File: config.mk
export PLATFORM = sky130hd
export DESIGN_NAME = hrsd_frame_ram
export DESIGN_NICKNAME = d
export VERILOG_FILES = /design/src/hrsd_pkg.sv /design/src/hrsd_frame_ram.sv
export SDC_FILE = /design/constraint.sdc
export NUM_CORES = 2
export LEC_CHECK = 0
export ABC_AREA = 0
export BUFFER_PORTS_ARGS = -buffer_cell sky130_fd_sc_hd__clkbuf_2
export CAP_MARGIN = 0
export CELL_PAD_IN_SITES_DETAIL_PLACEMENT = 1
export CELL_PAD_IN_SITES_GLOBAL_PLACEMENT = 1
export CORE_UTILIZATION = 50
export CTS_BUF_LIST = sky130_fd_sc_hd__clkbuf_16
export CTS_CLUSTER_DIAMETER = 100
export DETAILED_ROUTE_END_ITERATION = 7
export PLACE_DENSITY_LB_ADDON = 0.1
export SYNTH_ARGS = -nofsm -noshare
export SYNTH_HDL_FRONTEND = slang
export SYNTH_SLANG_ARGS = --single-unit
File: constraint.sdc
create_clock -name clk -period 2.8 [get_ports clk]
set_input_delay 0.28 -clock clk [delete_from_list [all_inputs] [get_ports clk]]
set_output_delay 0.28 -clock clk [all_outputs]
set_load 0.01 [all_outputs]
File: src/hrsd_pkg.sv
package hrsd_pkg;

    localparam int COLOR_W    = 3;
    localparam int ROW_ADDR_W = 4;

    // operation codes of an input item
    localparam logic OP_WRITE = 1'b0;
    localparam logic OP_TICK  = 1'b1;

    // refresh sequence, one code per pin-level step
    typedef enum logic [7:0] {
        PH_DRIVE    = 8'b0000_0001,
        PH_CLK_HI   = 8'b0000_0010,
        PH_CLK_LO   = 8'b0000_0100,
        PH_HOLD     = 8'b0000_1000,
        PH_LATCH_HI = 8'b0001_0000,
        PH_LATCH_LO = 8'b0010_0000,
        PH_OE_LO    = 8'b0100_0000,
        PH_OE_HI    = 8'b1000_0000
    } phase_t;

    // control pin levels after one step, plus the colour reload flag
    typedef struct packed {
        logic                  load_colours;
        logic                  shift_clock;
        logic                  latch_strobe;
        logic                  output_enable_n;
        logic [ROW_ADDR_W-1:0] row_address;
    } scan_step_t;

endpackage

File: src/hrsd_frame_ram.sv
module hrsd_frame_ram #(
    parameter int AW = 10
) (
    input  logic                         clk,
    input  logic                         wr_en,
    input  logic [AW-1:0]                wr_addr,
    input  logic [hrsd_pkg::COLOR_W-1:0] wr_data,
    input  logic                         rd_en,
    input  logic [AW-1:0]                rd_addr,
    output logic [hrsd_pkg::COLOR_W-1:0] rd_data
);

    logic [hrsd_pkg::COLOR_W-1:0] frame_mem [2**AW];
    logic [hrsd_pkg::COLOR_W-1:0] rd_data_reg;

    always_ff @(posedge clk)
    begin
        if (wr_en)
        begin
            frame_mem[wr_addr] <= wr_data;
        end
    end

    always_ff @(posedge clk)
    begin
        if (rd_en)
        begin
            rd_data_reg <= frame_mem[rd_addr];
        end
    end

    assign rd_data = rd_data_reg;

endmodule

==> summary.txt <==
Clock tree
  • Sinks on Clock Net: 3075
  • CTS buffer count: 333
  • Clock root buffer master: clkbuf_16
  • Worst-path clk slew: 0.06 ns
  • H-tree Lvls: 5
  • CTS tree: done
  • Skew-Pair Late Insertion Delay: 0.97 ns
  • Max clock buf depth: 4

Synthesis
  • Post-synth EDFFs: just over 3000
  • Synth Flop Type: edfxtp_1
  • Register area share after synthesis: 74.6%
  • Yosys top cell by area: edfxtp_1
  • Yosys warnings: 0
  • Netlist cell types: 78
  • Share of the synthesized area in the top cell type: between 70% and 80%
  • Syn Area/Cell: 18.9 um2
  • Syn Std Cell Area: 124000 um2
  • Ys async rst share: 0%
  • FF+latch count, synth: approximately 3000
  • Synth top area cells: edfxtp_1 (75%), mux4_2 (12%), nor2_1 (3.3%), mux2i_1 (2.6%), clkbuf_1 (0.74%)
  • Synth Net Count: 6570
  • Mapped Cells: roughly 6500

Placement
  • Port Buffers: 28
  • Cell Area, Placed: about 130000 um2
  • Detailed Place HPWL: 236000 um
  • Routability cong.: 0.857

Route
  • Vias: 67400
  • Wirelength per Cell: ~35 um
  • Drt first-iter violations: ~8300
  • Wirelength, routed: 374000 um
  • DR pass1 iterations: 6
  • Vias per std cell: around 6.3
  • DRC Markers: 0
  • DRT antenna net count: 0

Critical path
  • Worst path slowest cell: mux4_2
  • Crit path max fanout: 2
  • Crit path largest cell delay: 0.52 ns
  • CP arrival: 3.87 ns
  • CP Class: flop to flop
  • Critical path's most frequent cell: mux4_2
  • Crit path cell chain: mux4_2, mux4_2, a22o_1, a211o_1, nand4_1, buf_4, o22ai_4, nor3_4, o211ai_2
  • Startpoint types: flop
  • Critical path required time: about 3.5 ns
  • Crit end category: flop

Power
  • PD cells: between 600 and 700 nW/um2
  • Peak VDD IR: around 0.7 mV
  • Leakage: 45.8 nW

Floorplanning
  • Core region area: 246000 um2
  • DIE AREA: 249000 um2
  • Site Rows: 182
  • I/O pins: 29
  • Die X: about 500 um
  • Die Y: 499 um
  • Initial Utilization: 50.3%

Timing
  • Final Hold Fails: 0
  • Period utilisation layout: 114%
  • Slew headroom: 23.1%
  • RSZ-0062 raised after global routing: yes
  • Final max-slew violation count: 0
  • Period minus WS final: 3.19 ns
  • Actual slew at the worst max-slew pin: 1.15 ns
  • Final TNS setup: -0.577 ns
  • # setup viols final: 3
  • Max Fclk: approximately 310 MHz
  • Worst clock skew: 0.0405 ns
  • Final worst-path setup slack: -0.390 ns

GRT
  • Largest net degree at the start of global routing: between 100 and 150
  • Initial antenna violation count: 36
  • Grt total ovfl: 0
  • GRT Total Usage: 30.1%
  • Vias in the first global route: 70600
  • Global-route wire length before repair: 530000 um

Outcome
  • Status: finished, violations left
  • Failing checks: setup timing

Finish
  • Post-route cell area: 143000 um2
  • Share of cells above drive strength 1: 26.1%
  • Max reg flops: ~3100
  • Fillers: 21100
  • Syn-to-layout area delta: 15.9%
  • Nets: 7175

Job
  • Maxcap violations: 0

Worst hold path
  • Hold Path Class: input pin to flop
metrics by stage:
| step | power [mW] | instances | setup WS [ns] | hold WS (ns) | util [%] |
|---|---|---|---|---|---|
| global placement | 57.2 | 10000 | -1.40 | 0.704 | 54.0 |
| global route | 101 | 10600 | -0.363 | 0.209 | 58.3 |
| CTS | 99.3 | 10600 | -0.434 | 0.131 | 58.3 |
| finish | 98.8 | 10600 | -0.390 | 0.201 | 58.3 |
| detailed placement | 57.3 | 10000 | -1.49 | 0.712 | 54.0 |
| floorplan | 54.3 | 6544 | 0.0440 | 0.379 | - |
Yosys cell counts (all sizes together), types with 3 or more instances:
master / n
a2111oi: 11
a211o: 6
a211oi: 30
a21o: 5
a21oi: 79
a221oi: 18
a22o: 21
a22oi: 61
a31oi: 4
and2: 14
and3: 10
and3b: 3
buf: 242
clkbuf: 250
edfxtp: 3075
inv: 5
mux2: 18
mux2i: 322
mux4: 662
nand2: 124
nand2b: 8
nand3: 48
nand3b: 3
nand4: 13
nor2: 1081
nor2b: 19
nor3: 55
nor3b: 13
nor4: 20
nor4b: 3
nor4bb: 3
o2111ai: 6
o211ai: 6
o21a: 3
o21ai: 60
o221ai: 101
o22a: 5
o22ai: 85
o31ai: 7
o32ai: 6
o41ai: 3
or2: 5
or3: 9
or4: 6
cell usage in the layout, fill, tap and decap left out, types with 14 or more instances in the layout:
master and n:
a211oi_1 29, a21oi_1 79, a221oi_1 15, a22o_1 21
a22oi_1 61, buf_12 179, buf_4 543, bufinv_16 30
clkbuf_16 336, clkbuf_2 19, clkinv_1 69, clkinv_2 60
clkinvlp_4 15, edfxtp_1 3075, inv_1 59, mux2_2 14
mux2i_1 322, mux4_1 27, mux4_2 635, nand2_1 118
nand3_1 24, nand3_4 24, nor2_1 1076, nor3_1 50
nor4_1 15, o21ai_0 52, o221ai_1 99, o22ai_1 82
power by group:
part	total, mW	switching [mW]	internal (mW)
Clock	42.3	17.9	24.5
Sequential	50.7	0.0276	50.7
Combinational	5.73	3.48	2.25
Total	98.8	21.4	77.4
path summary, 6_finish.rpt:
check / startpoint / endpoint / slack [ns] / cells after the start
hold reg to reg: frame_mem[636][2]$_DFFE_PP_ / rd_data[2]$_DFFE_PP_ / 1.27 / 8
hold / removal: wr_addr[9] / frame_mem[159][2]$_DFFE_PP_ / 0.20 / 5
setup reg to reg: frame_mem[305][0]$_DFFE_PP_ / rd_data[0]$_DFFE_PP_ / -0.39 / 9
setup / recovery: frame_mem[305][0]$_DFFE_PP_ / rd_data[0]$_DFFE_PP_ / -0.39 / 9
cells by family (layout without fill, tap and decap cells):
| kind of cell | Yosys count | count (layout) | share of synthesized area (%) |
|---|---|---|---|
| compound gates | 526 | 526 | 3.04 |
| buf+inv | 498 | 1347 | 2.59 |
| flops | 3075 | 3075 | 74.6 |
| mux | 1002 | 1002 | 14.9 |
| other cells | 0 | 6 | 0 |
| simple gates | 1443 | 1443 | 4.84 |
timing repair:
action                                 4_1_cts  5_1_grt
buffers inserted                             0        0
hold buffers                                13        0
setup endpoints to repair                    3        3
endpoints found under the hold margin      447        0
resized for setup                           16        4
pin swaps                                   13        6
worst max-delay path, delay by kind of cell (launching register included):
family	cells	cell delay [ns]
muxes	2	1.00
buffers and inverters	1	0.22
AOI/OAI and AO/OA	4	0.73
DFF	1	0.40
and+or+nand+nor	2	0.54
per-layer routing:
layer	vias up	part of all wire, %	GRT usage [%]	wire [um]
met3	596	7.5	4.57	28000
met1	36200	40	41.2	148000
met4	2	3.5	9.79	12900
met2	2938	49	49.8	185000
met5	-	0.0035	0	13
li1	27700	-	-	-
layout make-up:
type | count | area [um2] | share of cell area, %
Sequential cell | 3075 | 92300 | 64.4
Multi-Input combinational cell | 2971 | 28700 | 20.0
Clock buffer | 336 | 8410 | 5.86
Timing Repair Buffer | 763 | 8000 | 5.57
Tap cell | 3220 | 4030 | 2.81
Clock inverter | 243 | 1940 | 1.35
Inverter | 5 | 26.3 | 0.0183
Antenna cell | 6 | 15.0 | 0.0105
(Power assumes the default switching activity.)
