### src/hrsd_pkg.sv
package hrsd_pkg;

    localparam int COLOR_W    = 3;
    localparam int ROW_ADDR_W = 4;

    // operation codes of an input item
    localparam logic OP_WRITE = 1'b0;
    localparam logic OP_TICK  = 1'b1;

    // refresh sequence, one code per pin-level step
    typedef enum logic [7:0] {
        PH_DRIVE    = 8'b0000_0001,
        PH_CLK_HI   = 8'b0000_0010,
        PH_CLK_LO   = 8'b0000_0100,
        PH_HOLD     = 8'b0000_1000,
        PH_LATCH_HI = 8'b0001_0000,
        PH_LATCH_LO = 8'b0010_0000,
        PH_OE_LO    = 8'b0100_0000,
        PH_OE_HI    = 8'b1000_0000
    } phase_t;

    // control pin levels after one step, plus the colour reload flag
    typedef struct packed {
        logic                  load_colours;
        logic                  shift_clock;
        logic                  latch_strobe;
        logic                  output_enable_n;
        logic [ROW_ADDR_W-1:0] row_address;
    } scan_step_t;

endpackage

### src/hrsd_scan_ctrl.sv
module hrsd_scan_ctrl #(
    parameter int COLUMNS = 64,
    parameter int ROWS    = 32,
    localparam int HALF   = ROWS / 2,
    localparam int RW     = $clog2(HALF),
    localparam int CW     = $clog2(COLUMNS)
) (
    input  logic                 clk,
    input  logic                 rst_n,
    input  logic                 advance,
    output hrsd_pkg::scan_step_t step,
    output logic [RW-1:0]        rd_row,
    output logic [CW-1:0]        rd_column
);

    localparam int RA_W = hrsd_pkg::ROW_ADDR_W;

    hrsd_pkg::phase_t phase_reg, phase_next;
    logic [CW-1:0]    column_reg, column_next;
    logic [RW-1:0]    row_reg, row_next;
    logic             clock_reg, clock_next;
    logic             latch_reg, latch_next;
    logic             oe_n_reg, oe_n_next;

    always_comb
    begin
        phase_next  = phase_reg;
        column_next = column_reg;
        row_next    = row_reg;
        clock_next  = clock_reg;
        latch_next  = latch_reg;
        oe_n_next   = oe_n_reg;
        if (advance)
        begin
            unique case (phase_reg)
                hrsd_pkg::PH_DRIVE:
                begin
                    clock_next = 1'b0;
                    phase_next = hrsd_pkg::PH_CLK_HI;
                end
                hrsd_pkg::PH_CLK_HI:
                begin
                    clock_next = 1'b1;
                    phase_next = hrsd_pkg::PH_CLK_LO;
                end
                hrsd_pkg::PH_CLK_LO:
                begin
                    clock_next = 1'b0;
                    phase_next = hrsd_pkg::PH_HOLD;
                end
                hrsd_pkg::PH_HOLD:
                begin
                    if (column_reg == CW'(COLUMNS - 1))
                    begin
                        phase_next = hrsd_pkg::PH_LATCH_HI;
                    end
                    else
                    begin
                        column_next = column_reg + 1'b1;
                        phase_next  = hrsd_pkg::PH_DRIVE;
                    end
                end
                hrsd_pkg::PH_LATCH_HI:
                begin
                    latch_next = 1'b1;
                    phase_next = hrsd_pkg::PH_LATCH_LO;
                end
                hrsd_pkg::PH_LATCH_LO:
                begin
                    latch_next = 1'b0;
                    phase_next = hrsd_pkg::PH_OE_LO;
                end
                hrsd_pkg::PH_OE_LO:
                begin
                    oe_n_next  = 1'b0;
                    phase_next = hrsd_pkg::PH_OE_HI;
                end
                hrsd_pkg::PH_OE_HI:
                begin
                    oe_n_next   = 1'b1;
                    row_next    = (row_reg == RW'(HALF - 1)) ? '0 : row_reg + 1'b1;
                    column_next = '0;
                    phase_next  = hrsd_pkg::PH_DRIVE;
                end
                default:
                begin
                    phase_next = hrsd_pkg::PH_DRIVE;
                end
            endcase
        end
    end

    always_ff @(posedge clk or negedge rst_n)
    begin
        if (!rst_n)
        begin
            phase_reg  <= hrsd_pkg::PH_DRIVE;
            column_reg <= '0;
            row_reg    <= '0;
            clock_reg  <= 1'b0;
            latch_reg  <= 1'b0;
            oe_n_reg   <= 1'b1;
        end
        else
        begin
            phase_reg  <= phase_next;
            column_reg <= column_next;
            row_reg    <= row_next;
            clock_reg  <= clock_next;
            latch_reg  <= latch_next;
            oe_n_reg   <= oe_n_next;
        end
    end

    // colours of the current column are fetched on the drive step
    assign step.load_colours    = advance && (phase_reg == hrsd_pkg::PH_DRIVE);
    assign step.shift_clock     = clock_next;
    assign step.latch_strobe    = latch_next;
    assign step.output_enable_n = oe_n_next;
    assign step.row_address     = RA_W'(row_next);

    assign rd_row    = row_reg;
    assign rd_column = column_reg;

endmodule

### config.mk
export PLATFORM = sky130hd
export DESIGN_NAME = hrsd_scan_ctrl
export DESIGN_NICKNAME = d
export VERILOG_FILES = /design/src/hrsd_pkg.sv /design/src/hrsd_scan_ctrl.sv
export SDC_FILE = /design/constraint.sdc
export NUM_CORES = 1
export LEC_CHECK = 0
export BUFFER_PORTS_ARGS = -buffer_cell sky130_fd_sc_hd__buf_2
export CORE_ASPECT_RATIO = 1.25
export CORE_MARGIN = 3
export CORE_UTILIZATION = 36
export CTS_CLUSTER_SIZE = 10
export DETAILED_ROUTE_END_ITERATION = 10
export SETUP_SLACK_MARGIN = 0.02
export SLEW_MARGIN = 10
export SYNTH_ARGS = -nofsm -noshare
export SYNTH_HDL_FRONTEND = slang
export SYNTH_SLANG_ARGS = --single-unit
### constraint.sdc
create_clock -name clk -period 2.3 [get_ports clk]
set_clock_uncertainty 0.2 [all_clocks]
set_input_delay 0.23 -clock clk [delete_from_list [all_inputs] [get_ports clk]]
set_output_delay 0.23 -clock clk [all_outputs]
set_load 0.02 [all_outputs]
==> impl_results.rst <==
.. list-table::
   :header-rows: 1

   * - Metric
     - Value
   * - Result of the run
     - finished clean
   * - Post-Synth XOR/XNOR Area
     - 2.141%
   * - Peak VDD IR
     - 0.4065 mV
   * - Final wirelength
     - 2786 um
   * - Max Fclk
     - 0.4595 GHz
   * - DP Area
     - 1373 sq um
   * - Iteration-0 DRC Markers
     - 48
   * - Unrepaired setup endpoints after global routing
     - true
   * - Die Width
     - 58.23 um
   * - Crit Path Category
     - flip-flop to output port
   * - Synth Area in Adders
     - 2.039%
   * - Dominant combinational cell family by area after synthesis
     - simple AND/OR/NAND/NOR gates
   * - Number of buffers added by the clock tree synthesis step
     - 3
   * - Final critical-path share of the clock period
     - 94.61%
   * - Antenna viol nets, final
     - 0
   * - Fraction of synthesized cell area taken by the top area cell type
     - 38.74%
   * - Post-synthesis register bit count
     - 21
   * - Clock buffer depth
     - 2
   * - First-pass GRT wire length
     - 4912 um
   * - Pin count of the biggest net entering global routing
     - 22
   * - Drt first pass iters
     - 4
   * - Count of pins over their slew limit
     - 0
   * - Maximum fanout count along the critical path
     - 5
   * - Int Power
     - 0.0007431 W
   * - Synth unique cells
     - 46
   * - Dpl cells
     - 191
   * - Port Buffer Count
     - 20
   * - Post-synthesis area per instance
     - 9.092 sq um
   * - Syn. warnings
     - 0
   * - Reg power frac
     - 43.0%
   * - Hold violation total from the final report
     - 0
   * - Diodes inserted
     - 0
   * - Floorplan row count
     - 23
   * - Initial Util
     - 37.75%
   * - DRC violations left
     - 0
   * - Number of standard cells after synthesis
     - 135
   * - Post-synthesis sequential area ratio
     - 43.02%
   * - Number of levels in the clock H-tree
     - 1
   * - Areal power density over the cells
     - 798.4 nW/um^2
   * - Share of total power in the clock network
     - 20.3%
   * - Total of max-cap violations
     - 0
   * - Required time of the critical path
     - 1870 ps
   * - Kind of start point of the critical path
     - flip-flop
   * - Die H
     - 71.29 um
   * - Type of the tightest min-delay check
     - input pin to flip-flop
   * - Grt total ovfl
     - 0
   * - Combinational cell fraction of total power
     - 36.6%
   * - Net Switching
     - 0.0004268 W
   * - Shortest period the worst path allows
     - 2176 ps
   * - Smallest hold slack
     - 127.2 ps
   * - Dominant cell type by area after synthesis
     - sky130_fd_sc_hd__dfrtp_1
   * - Slew margin rel.
     - 66.57%
   * - Total number of clock tree sinks
     - 21
   * - Total half-perimeter wirelength after legalization and detailed placement
     - 1962 um
   * - Clock latency on the worst-skew pair
     - 260 ps
   * - Clock Pin Slew Worst Setup and Hold Paths
     - 80 ps
   * - Total power of the final layout
     - 0.001170 W
   * - Mux share of post-synthesis cell area
     - 1.733%
   * - Root Driver
     - sky130_fd_sc_hd__clkbuf_8
   * - Count of boundary I/O pins
     - 21
   * - Fill count
     - 327
   * - Number of synthesized flops with an enable pin
     - 0
   * - Share of final-layout standard cells stronger than drive strength 1
     - 27.78%
   * - Aggregate global-route resource usage
     - 14.87%
   * - Fin area
     - 1465 sq um
   * - Synth async-reset ratio
     - 100.0%
   * - Post-synth design cell area
     - 1227 sq um
   * - Number of antenna violations at the first check in global routing
     - 0
   * - Arrival time at the worst endpoint
     - 1750 ps
   * - Synth area leaders
     - sky130_fd_sc_hd__dfrtp_1, sky130_fd_sc_hd__o21ai_0, sky130_fd_sc_hd__dfstp_2
   * - Number of endpoints failing setup at the final stage
     - 0
   * - Actual transition at the worst max-transition pin
     - 501.5 ps
   * - Static Leakage
     - 0.6838 nW
   * - Final estimated routing congestion in global placement
     - 0.8111
   * - Via count of the first global-routing pass
     - 1,137
   * - Layout-stage area growth over the synthesis result
     - 19.37%
   * - Die outline area
     - 4151 sq um
   * - TritonCTS clock tree
     - yes
   * - Number of nets produced by synthesis
     - 140
   * - Vias after detailed routing
     - 1,101
   * - Final net count
     - 168
   * - Core Region
     - 3252 sq um
   * - WL per Instance
     - 14.00 um
   * - Simple-gate share of the synthesized area
     - 23.85%
   * - Pre-CTS WS
     - 273.1 ps
   * - Switching Share
     - 36.48%
   * - Dominant synthesized flop cell
     - sky130_fd_sc_hd__dfrtp_1
   * - Via density
     - 5.533
   * - Setup crit end kind
     - output port
   * - Compound-Gate Fraction of Synth Area
     - 22.22%
   * - Crit path setup slack, layout
     - 123.9 ps
   * - Flip-flop count of the largest register after layout
     - 8
   * - Non-filler instance count after layout
     - 199
[layer usage]
metal,up-vias,share of wire (%),GRT usage (%)
li1,542,-,-
met3,4,4.2,2.162
met2,35,51,26.63
met4,0,1.4,5.670
met5,-,0,0
met1,520,43,17.62
[kinds of logic (layout without fill, tap and decap cells)]
kind of cell             count (synthesis)  in the layout
buffers and inverters                   11             38
flip-flops                              21             21
XOR/XNOR                                 3              3
adder cells (fa/ha/maj)                  2              2
multiplexers                             2              2
AND/OR/NAND/NOR                         52             52
AO/OA/AOI/OAI                           44             44
[Yosys cell counts (2+ instances only)]
cell and number:
sky130_fd_sc_hd__o21ai_0 21, sky130_fd_sc_hd__dfrtp_1 19, sky130_fd_sc_hd__nand2_1 13, sky130_fd_sc_hd__nor2_1 10
sky130_fd_sc_hd__nand3_1 7, sky130_fd_sc_hd__a21oi_1 4, sky130_fd_sc_hd__a31oi_1 4, sky130_fd_sc_hd__buf_4 3
sky130_fd_sc_hd__inv_1 3, sky130_fd_sc_hd__nand2b_1 3, sky130_fd_sc_hd__nor3_1 3, sky130_fd_sc_hd__o31ai_1 3
sky130_fd_sc_hd__a211oi_1 2, sky130_fd_sc_hd__a21o_1 2, sky130_fd_sc_hd__clkbuf_1 2, sky130_fd_sc_hd__dfstp_2 2
sky130_fd_sc_hd__ha_1 2, sky130_fd_sc_hd__o21a_1 2, sky130_fd_sc_hd__o2bb2ai_1 2, sky130_fd_sc_hd__xnor2_1 2
[power groups by stage]
stage | registers (W) | clock network [W] | logic, W
after global placement | 0.000512 | 0 | 0.000391
after global routing | 0.000518 | 0.000265 | 0.000476
final | 0.000504 | 0.000238 | 0.000428
after CTS | 0.000502 | 0.000249 | 0.000417
after detailed placement | 0.000514 | 0 | 0.000395
after floorplan | 0.000509 | 0 | 0.000313
[worst paths after layout]
path                                    from      endpoint  slack [ps]  cells after the start
worst min-delay path                 advance  phase_reg[0]         130                      3
min in group asynchronous              rst_n     clock_reg         270                      2
max in group asynchronous              rst_n  phase_reg[1]        1260                      2
worst max register to register  phase_reg[1]  phase_reg[0]         420                      6
worst max-delay path            phase_reg[2]       step[0]         120                      6
worst min register to register     latch_reg     latch_reg         310                      2
[metrics by stage]
step	TNS (ps)	util, %
2_1_floorplan	0	-
3_3_place_gp	0	42.21
3_5_place_dp	0	42.21
4_1_cts	0	44.17
5_1_grt	-10.79	45.06
6_report	0	45.06
[critical path: stages (launching register included)]
cell	delay, ps
sky130_fd_sc_hd__dfrtp_1	420
sky130_fd_sc_hd__nor4_4	290
sky130_fd_sc_hd__and3_4	240
sky130_fd_sc_hd__nand2_4	60
sky130_fd_sc_hd__a311oi_2	200
sky130_fd_sc_hd__a21o_1	150
sky130_fd_sc_hd__buf_6	120
[timing repair]
item | in CTS | in global routing
hold buffers | 1 | 0
buffers inserted | 1 | 2
resized for setup | 1 | 6
pin swaps | 0 | 5
setup endpoints to repair | 1 | 4
hold endpoints to repair | 19 | 0
[layout by cell type (no fill, tap or decap), types with 2 or more instances in the layout]
| master | Yosys | final |
|---|---|---|
| sky130_fd_sc_hd__nand3_1 | 7 | 6 |
| sky130_fd_sc_hd__o2bb2ai_1 | 2 | 2 |
| sky130_fd_sc_hd__clkbuf_8 | 0 | 3 |
| sky130_fd_sc_hd__dfrtp_1 | 19 | 18 |
| sky130_fd_sc_hd__nor2_1 | 10 | 10 |
| sky130_fd_sc_hd__o21ai_1 | 0 | 2 |
| sky130_fd_sc_hd__a21oi_1 | 4 | 4 |
| sky130_fd_sc_hd__nand2_1 | 13 | 13 |
| sky130_fd_sc_hd__xnor2_1 | 2 | 2 |
| sky130_fd_sc_hd__o31ai_1 | 3 | 3 |
| sky130_fd_sc_hd__buf_4 | 3 | 10 |
| sky130_fd_sc_hd__ha_1 | 2 | 2 |
| sky130_fd_sc_hd__inv_1 | 3 | 3 |
| sky130_fd_sc_hd__a211oi_1 | 2 | 2 |
| sky130_fd_sc_hd__a21o_1 | 2 | 2 |
| sky130_fd_sc_hd__nor3_1 | 3 | 3 |
| sky130_fd_sc_hd__a31oi_1 | 4 | 4 |
| sky130_fd_sc_hd__dfstp_2 | 2 | 2 |
| sky130_fd_sc_hd__nand2b_1 | 3 | 3 |
| sky130_fd_sc_hd__o21ai_0 | 21 | 19 |
| sky130_fd_sc_hd__o21a_1 | 2 | 2 |
| sky130_fd_sc_hd__buf_2 | 1 | 18 |
[layout make-up]
cell class                 count  area (sq um)  share of cell area, %
clock buffer                   4         45.04                  3.074
multi-input combinational    103         643.1                  43.89
timing repair buffer          30         186.4                  12.72
tap                           37         46.29                  3.160
sequential                    21         529.3                  36.12
inverter                       4         15.01                  1.025
No activity file was read; power rests on OpenSTA's default activity.
